--- src/rtl/core/pfla_pkg.sv ---
// Shared types and constants of the page free-list allocator.
package pfla_pkg;

    // Request kinds.
    localparam logic [2:0] K_MALLOC     = 3'd0;
    localparam logic [2:0] K_OPEN       = 3'd1;
    localparam logic [2:0] K_RESERVE    = 3'd2;
    localparam logic [2:0] K_FREE       = 3'd3;
    localparam logic [2:0] K_LOCK_SETUP = 3'd4;
    localparam logic [2:0] K_LOCK_DONE  = 3'd5;

    // Reply status codes.
    localparam logic [2:0] ST_OK       = 3'd0;
    localparam logic [2:0] ST_NO_SPACE = 3'd1;
    localparam logic [2:0] ST_CONFLICT = 3'd2;
    localparam logic [2:0] ST_GRANTED  = 3'd3;
    localparam logic [2:0] ST_EXISTS   = 3'd4;

    // Page tag codes; a tag of TAG_LINK or more links to page (tag - TAG_LINK).
    localparam int TAG_UNSEEN     = 0;
    localparam int TAG_END        = 1;
    localparam int TAG_IN_USE     = 2;
    localparam int TAG_LOCK_SETUP = 3;
    localparam int TAG_LOCK       = 4;
    localparam int TAG_RESERVED   = 5;
    localparam int TAG_LINK       = 6;

    // Smallest width of the range address walker.
    localparam int ADDR_MIN_W = 12;

    typedef logic [3:0] t_op;

    // Datapath operations issued by the controller.
    localparam t_op OP_NONE     = 4'd0;
    localparam t_op OP_CLEAR    = 4'd1;
    localparam t_op OP_LOAD     = 4'd2;
    localparam t_op OP_M_HEAD   = 4'd3;
    localparam t_op OP_M_STEP   = 4'd4;
    localparam t_op OP_M_SPLICE = 4'd5;
    localparam t_op OP_M_MARK   = 4'd6;
    localparam t_op OP_P_RD     = 4'd7;
    localparam t_op OP_P_WR     = 4'd8;
    localparam t_op OP_R_RD     = 4'd9;
    localparam t_op OP_R_WR     = 4'd10;
    localparam t_op OP_L_RD     = 4'd11;
    localparam t_op OP_L_WR     = 4'd12;
    localparam t_op OP_LD       = 4'd13;
    localparam t_op OP_REPLY    = 4'd14;

    typedef struct packed {
        t_op op;
    } t_cmd;

    typedef struct packed {
        logic clear_last;
        logic head_ok;
        logic step_fail;
        logic step_done;
        logic mark_last;
        logic cnt_zero;
        logic res_stop;
        logic out_free;
    } t_stat;

endpackage

--- src/rtl/core/pfla_ctrl.sv ---
// Controller state machine of the page allocator.
module pfla_ctrl (
    input  logic            i_clk,
    input  logic            i_rst_n,
    input  logic            i_valid,
    output logic            o_ready,
    input  logic [2:0]      i_kind,
    input  pfla_pkg::t_stat i_stat,
    output pfla_pkg::t_cmd  o_cmd
);
    import pfla_pkg::*;

    localparam logic [3:0] S_CLEAR    = 4'd0;
    localparam logic [3:0] S_IDLE     = 4'd1;
    localparam logic [3:0] S_M_HEAD   = 4'd2;
    localparam logic [3:0] S_M_STEP   = 4'd3;
    localparam logic [3:0] S_M_SPLICE = 4'd4;
    localparam logic [3:0] S_M_MARK   = 4'd5;
    localparam logic [3:0] S_P_RD     = 4'd6;
    localparam logic [3:0] S_P_WR     = 4'd7;
    localparam logic [3:0] S_R_RD     = 4'd8;
    localparam logic [3:0] S_R_WR     = 4'd9;
    localparam logic [3:0] S_L_RD     = 4'd10;
    localparam logic [3:0] S_L_WR     = 4'd11;
    localparam logic [3:0] S_LD       = 4'd12;
    localparam logic [3:0] S_REPLY    = 4'd13;

    logic [3:0] r_state;
    logic [3:0] n_state;

    assign o_ready = (r_state == S_IDLE);

    // Next state and datapath operation.
    always_comb begin
        n_state  = r_state;
        o_cmd.op = OP_NONE;
        unique case (r_state)
            S_CLEAR: begin
                o_cmd.op = OP_CLEAR;
                if (i_stat.clear_last) begin
                    n_state = S_IDLE;
                end
            end
            S_IDLE: begin
                if (i_valid) begin
                    o_cmd.op = OP_LOAD;
                    case (i_kind) inside
                        K_MALLOC:          n_state = S_M_HEAD;
                        K_OPEN, K_FREE:    n_state = S_P_RD;
                        K_RESERVE:         n_state = S_R_RD;
                        K_LOCK_SETUP:      n_state = S_L_RD;
                        K_LOCK_DONE:       n_state = S_LD;
                        default:           n_state = S_IDLE;
                    endcase
                end
            end
            S_M_HEAD: begin
                o_cmd.op = OP_M_HEAD;
                n_state  = i_stat.head_ok ? S_M_STEP : S_REPLY;
            end
            S_M_STEP: begin
                o_cmd.op = OP_M_STEP;
                if (i_stat.step_fail) begin
                    n_state = S_REPLY;
                end else if (i_stat.step_done) begin
                    n_state = S_M_SPLICE;
                end
            end
            S_M_SPLICE: begin
                o_cmd.op = OP_M_SPLICE;
                n_state  = S_M_MARK;
            end
            S_M_MARK: begin
                o_cmd.op = OP_M_MARK;
                if (i_stat.mark_last) begin
                    n_state = S_REPLY;
                end
            end
            S_P_RD: begin
                o_cmd.op = OP_P_RD;
                n_state  = i_stat.cnt_zero ? S_REPLY : S_P_WR;
            end
            S_P_WR: begin
                o_cmd.op = OP_P_WR;
                n_state  = S_P_RD;
            end
            S_R_RD: begin
                o_cmd.op = OP_R_RD;
                n_state  = i_stat.cnt_zero ? S_REPLY : S_R_WR;
            end
            S_R_WR: begin
                o_cmd.op = OP_R_WR;
                n_state  = i_stat.res_stop ? S_REPLY : S_R_RD;
            end
            S_L_RD: begin
                o_cmd.op = OP_L_RD;
                n_state  = S_L_WR;
            end
            S_L_WR: begin
                o_cmd.op = OP_L_WR;
                n_state  = S_REPLY;
            end
            S_LD: begin
                o_cmd.op = OP_LD;
                n_state  = S_IDLE;
            end
            S_REPLY: begin
                if (i_stat.out_free) begin
                    o_cmd.op = OP_REPLY;
                    n_state  = S_IDLE;
                end
            end
            default: n_state = S_IDLE;
        endcase
    end

    // State register; reset starts the clearing pass.
    always_ff @(posedge i_clk) begin
        if (!i_rst_n) begin
            r_state <= S_CLEAR;
        end else begin
            r_state <= n_state;
        end
    end

endmodule

--- config.mk ---
export PLATFORM = sky130hd
export DESIGN_NAME = pfla_ctrl
export DESIGN_NICKNAME = d
export VERILOG_FILES = /design/src/rtl/core/pfla_pkg.sv /design/src/rtl/core/pfla_ctrl.sv
export SDC_FILE = /design/constraint.sdc
export NUM_CORES = 1
export LEC_CHECK = 0
export BUFFER_PORTS_ARGS = -buffer_cell sky130_fd_sc_hd__buf_2
export CORE_AREA = 2 2 39 41
export DETAILED_ROUTE_END_ITERATION = 10
export DIE_AREA = 0 0 41 43
export PLACE_DENSITY = 0.64
export SKIP_CTS_REPAIR_TIMING = 1
export SYNTH_ARGS = -nofsm -noshare
export SYNTH_HDL_FRONTEND = slang
export SYNTH_SLANG_ARGS = --single-unit
--- constraint.sdc ---
create_clock -name i_clk -period 1.8 [get_ports i_clk]
set_clock_uncertainty 0.05 [all_clocks]
set_input_delay 0.36 -clock i_clk [delete_from_list [all_inputs] [get_ports i_clk]]
set_output_delay 0.36 -clock i_clk [all_outputs]
set_load 0.01 [all_outputs]
==> results by group <==
Worst setup path
  – Critical path type: flop to output pin
  – Setup crit start kind: flop
  – Register-to-Register Path Depth: 5
  – Setup slack, reg-to-reg: approximately 0.22 ns
  – Slowest cell on the critical path: dfxtp_4
  – Crit path max-delay family: simple AND/OR/NAND/NOR gates
  – Crit. End Element: output pin
  – Max FO, Critical Path: 9
  – Worst R2R End: r_state[1]
  – Crit path depth: 4
  – Worst Path Required: approximately 1.4 ns
  – CP bufs+invs: 2
  – Reg-to-reg startpoint: r_state[1]
  – Worst stage delay on the critical path: 0.37 ns
  – Worst path cell trace: or2_4, or2_1, inv_1, buf_2
  – Critical Path Source: r_state[2]
  – CP endpoint: o_ready
  – Critical path arrival: between 1 and 1.5 ns

Route
  – WL per Instance: between 10 and 15 µm
  – WL final: approximately 1500 µm
  – Residual DRC: 0
  – Vias/cell: around 5.7
  – Met1 Routed Length: approximately 670 µm
  – Drt pass-1 iters: 4
  – Routed length on met2: around 660 µm
  – Top sig layer: met4
  – Routed wl met3: about 88 µm
  – Vias: around 640
  – Antenna Nets Post-Route: 0
  – DRT iter0 DRCs: 11

Timing
  – Worst-margin pin slew: roughly 0.45 ns
  – Final Cycle Share: 0.9680
  – Max Slew Vio Count: 0
  – Setup TNS: 0 ns
  – Final Critical Period: ~1.7 ns
  – Maximum clock rate: 573.9 MHz
  – RSZ-0062 raised after global routing: false
  – # setup viols final: 0
  – Worst-case headroom to the max-slew limit: 0.6975
  – Min Hold Slack: between 0.3 and 0.4 ns
  – Hold Fails Final Rpt: 0
  – Final worst slack: between 0.05 and 0.06 ns

Global routing
  – Total GRT Usage: 0.1857
  – Maximum number of pins on one net before global-route repair: 13
  – Vias in the first global route: a little under 600
  – Global route overflow: 0
  – First-pass GRT wire length: 2290 µm
  – Initial antenna violation count: 0

Yosys
  – Asr flop ratio synth: 0
  – Dominant synthesized flop cell: dfxtp_1
  – Compound-Gate Fraction of Synth Area: 0.4386
  – FF+latch count, synth: 4
  – XOR/XNOR Fraction of Synth Area: 0
  – Top cells by area, synth: dfxtp_1 (16%), o21ai_0 (12%), nand2_1 (6.8%)
  – Syn nets: 87
  – Largest family of logic cells by synthesized area: compound AO/OA/AOI/OAI gates
  – Simple-gate share of the synthesized area: 0.3133
  – Synth Area in Adders: 0
  – Yosys top cell area share: 0.1604
  – Post-synthesis mux area share: 0
  – Seq/Total Area, Yosys: 0.1604
  – Synthesized area: around 500 µm²
  – Yosys top cell by area: dfxtp_1
  – Avg Cell Area, Syn: around 6.8 µm²
  – Synth cell types: 29
  – Post-synth EDFFs: 0
  – Syn Inst Count: 73
  – Ys Warns: 0

CTS
  – Clk_lat worst skew: about 0.24 ns
  – Longest Clk Path Bufs: 2
  – H-tree depth: 1
  – Root Driver: clkbuf_4
  – CTS clk-pin slew, worst paths: around 0.040 ns
  – CTS buffer count: 3
  – Clk sinks: 4
  – CTS tree: built

Cells and area
  – N_diodes: 0
  – Finished Layout Cells: about 110
  – Top reg by flops: r_state
  – Final Cell Area: 660.6 µm²
  – Area Overhead vs Synth: 32.33%
  – Fraction of layout cells with a size suffix above 1: 0.3646
  – Core Util, Final: 0.4774
  – Largest register FFs: 4
  – Biggest regs: r_state (4)
  – Nets: around 110

Floorplan
  – Initial Util: 0.3608
  – Boundary pin count: 19
  – Die width: between 40 and 50 µm
  – Area of the core: roughly 1400 µm²
  – Row count: 14
  – Die height: about 43 µm
  – Total die area: roughly 1800 µm²

Job
  – # Max-Cap Violations: 0

Pwr
  – Pwr Density: about 560 nW/µm²
  – Max VDD drop: approximately 0.29 mV
  – Total Power Consumption: ~370 µW
  – P_leak: between 0.2 and 0.3 nW

Outcome
  – Outcome: complete, no violations

Place
  – DP Worst Slack: approximately 0.16 ns
  – DP HPWL: about 1100 µm
  – Routability congestion estimate: 0.8666
  – Port-buffer cells: 18
  – Placed Cells: ~110
  – Placed Area: between 600 and 700 µm²

Hold path
  – Hold Path Class: input pin to flop
report_power, final:
| part | switching (mW) | leakage, nW | internal (mW) |
|---|---|---|---|
| combinational | 0.0818 | 0.222 | 0.0686 |
| clock | 0.0384 | 0.0138 | 0.0747 |
| sequential | 0.0133 | 0.0346 | 0.0955 |
| total | 0.134 | 0.270 | 0.239 |
cell usage after synthesis (3+ instances only):
cell type   n
nand2b_1    3
o21ai_0    12
nor2_1      3
nand2_1     9
inv_1       3
dfxtp_1     4
a21oi_1     4
buf_2       3
nor3_1      4
o22ai_1     3
routing by layer:
| metal | GRT usage | up-vias |
|---|---|---|
| li1 | - | 322 |
| met1 | 0.2379 | 289 |
| met2 | 0.2625 | 25 |
| met3 | 0.05236 | 7 |
| met4 | 0.1133 | 0 |
| met5 | 0 | - |
how the worst min path moves through the flow:
| stage | startpoint | end | slack, ns | cells past startpoint |
|---|---|---|---|---|
| floorplan | i_rst_n | r_state[1] | 0.43 | 1 |
| global placement | i_rst_n | r_state[1] | 0.56 | 2 |
| detailed placement | i_rst_n | r_state[1] | 0.57 | 2 |
| CTS | i_rst_n | r_state[1] | 0.32 | 2 |
| global route | i_rst_n | r_state[1] | 0.33 | 2 |
| finish | i_rst_n | r_state[1] | 0.32 | 2 |
cells by family after synthesis:
family,after synthesis
AND/OR/NAND/NOR,28
flip-flops,4
buffers and inverters,8
AO/OA/AOI/OAI,33
placed cells by master, fill, tap and decap left out, types with 3 or more instances in the layout:
master	instances
a21oi_1	4
buf_4	6
inv_1	3
dfxtp_2	3
nand2b_1	3
o21ai_0	11
o22ai_1	3
nor3_1	4
buf_2	18
nor2_1	3
nand2_1	9
clkbuf_4	3
layout make-up:
class	instances	area (µm²)
Sequential cell	4	87.58
Multi-Input combinational cell	61	377.9
Fill cell	147	723.2
Tap cell	16	20.02
Inverter	4	17.52
Clock buffer	3	22.52
Timing Repair Buffer	24	135.1
Note: power is estimated with default switching activity, not from simulation.
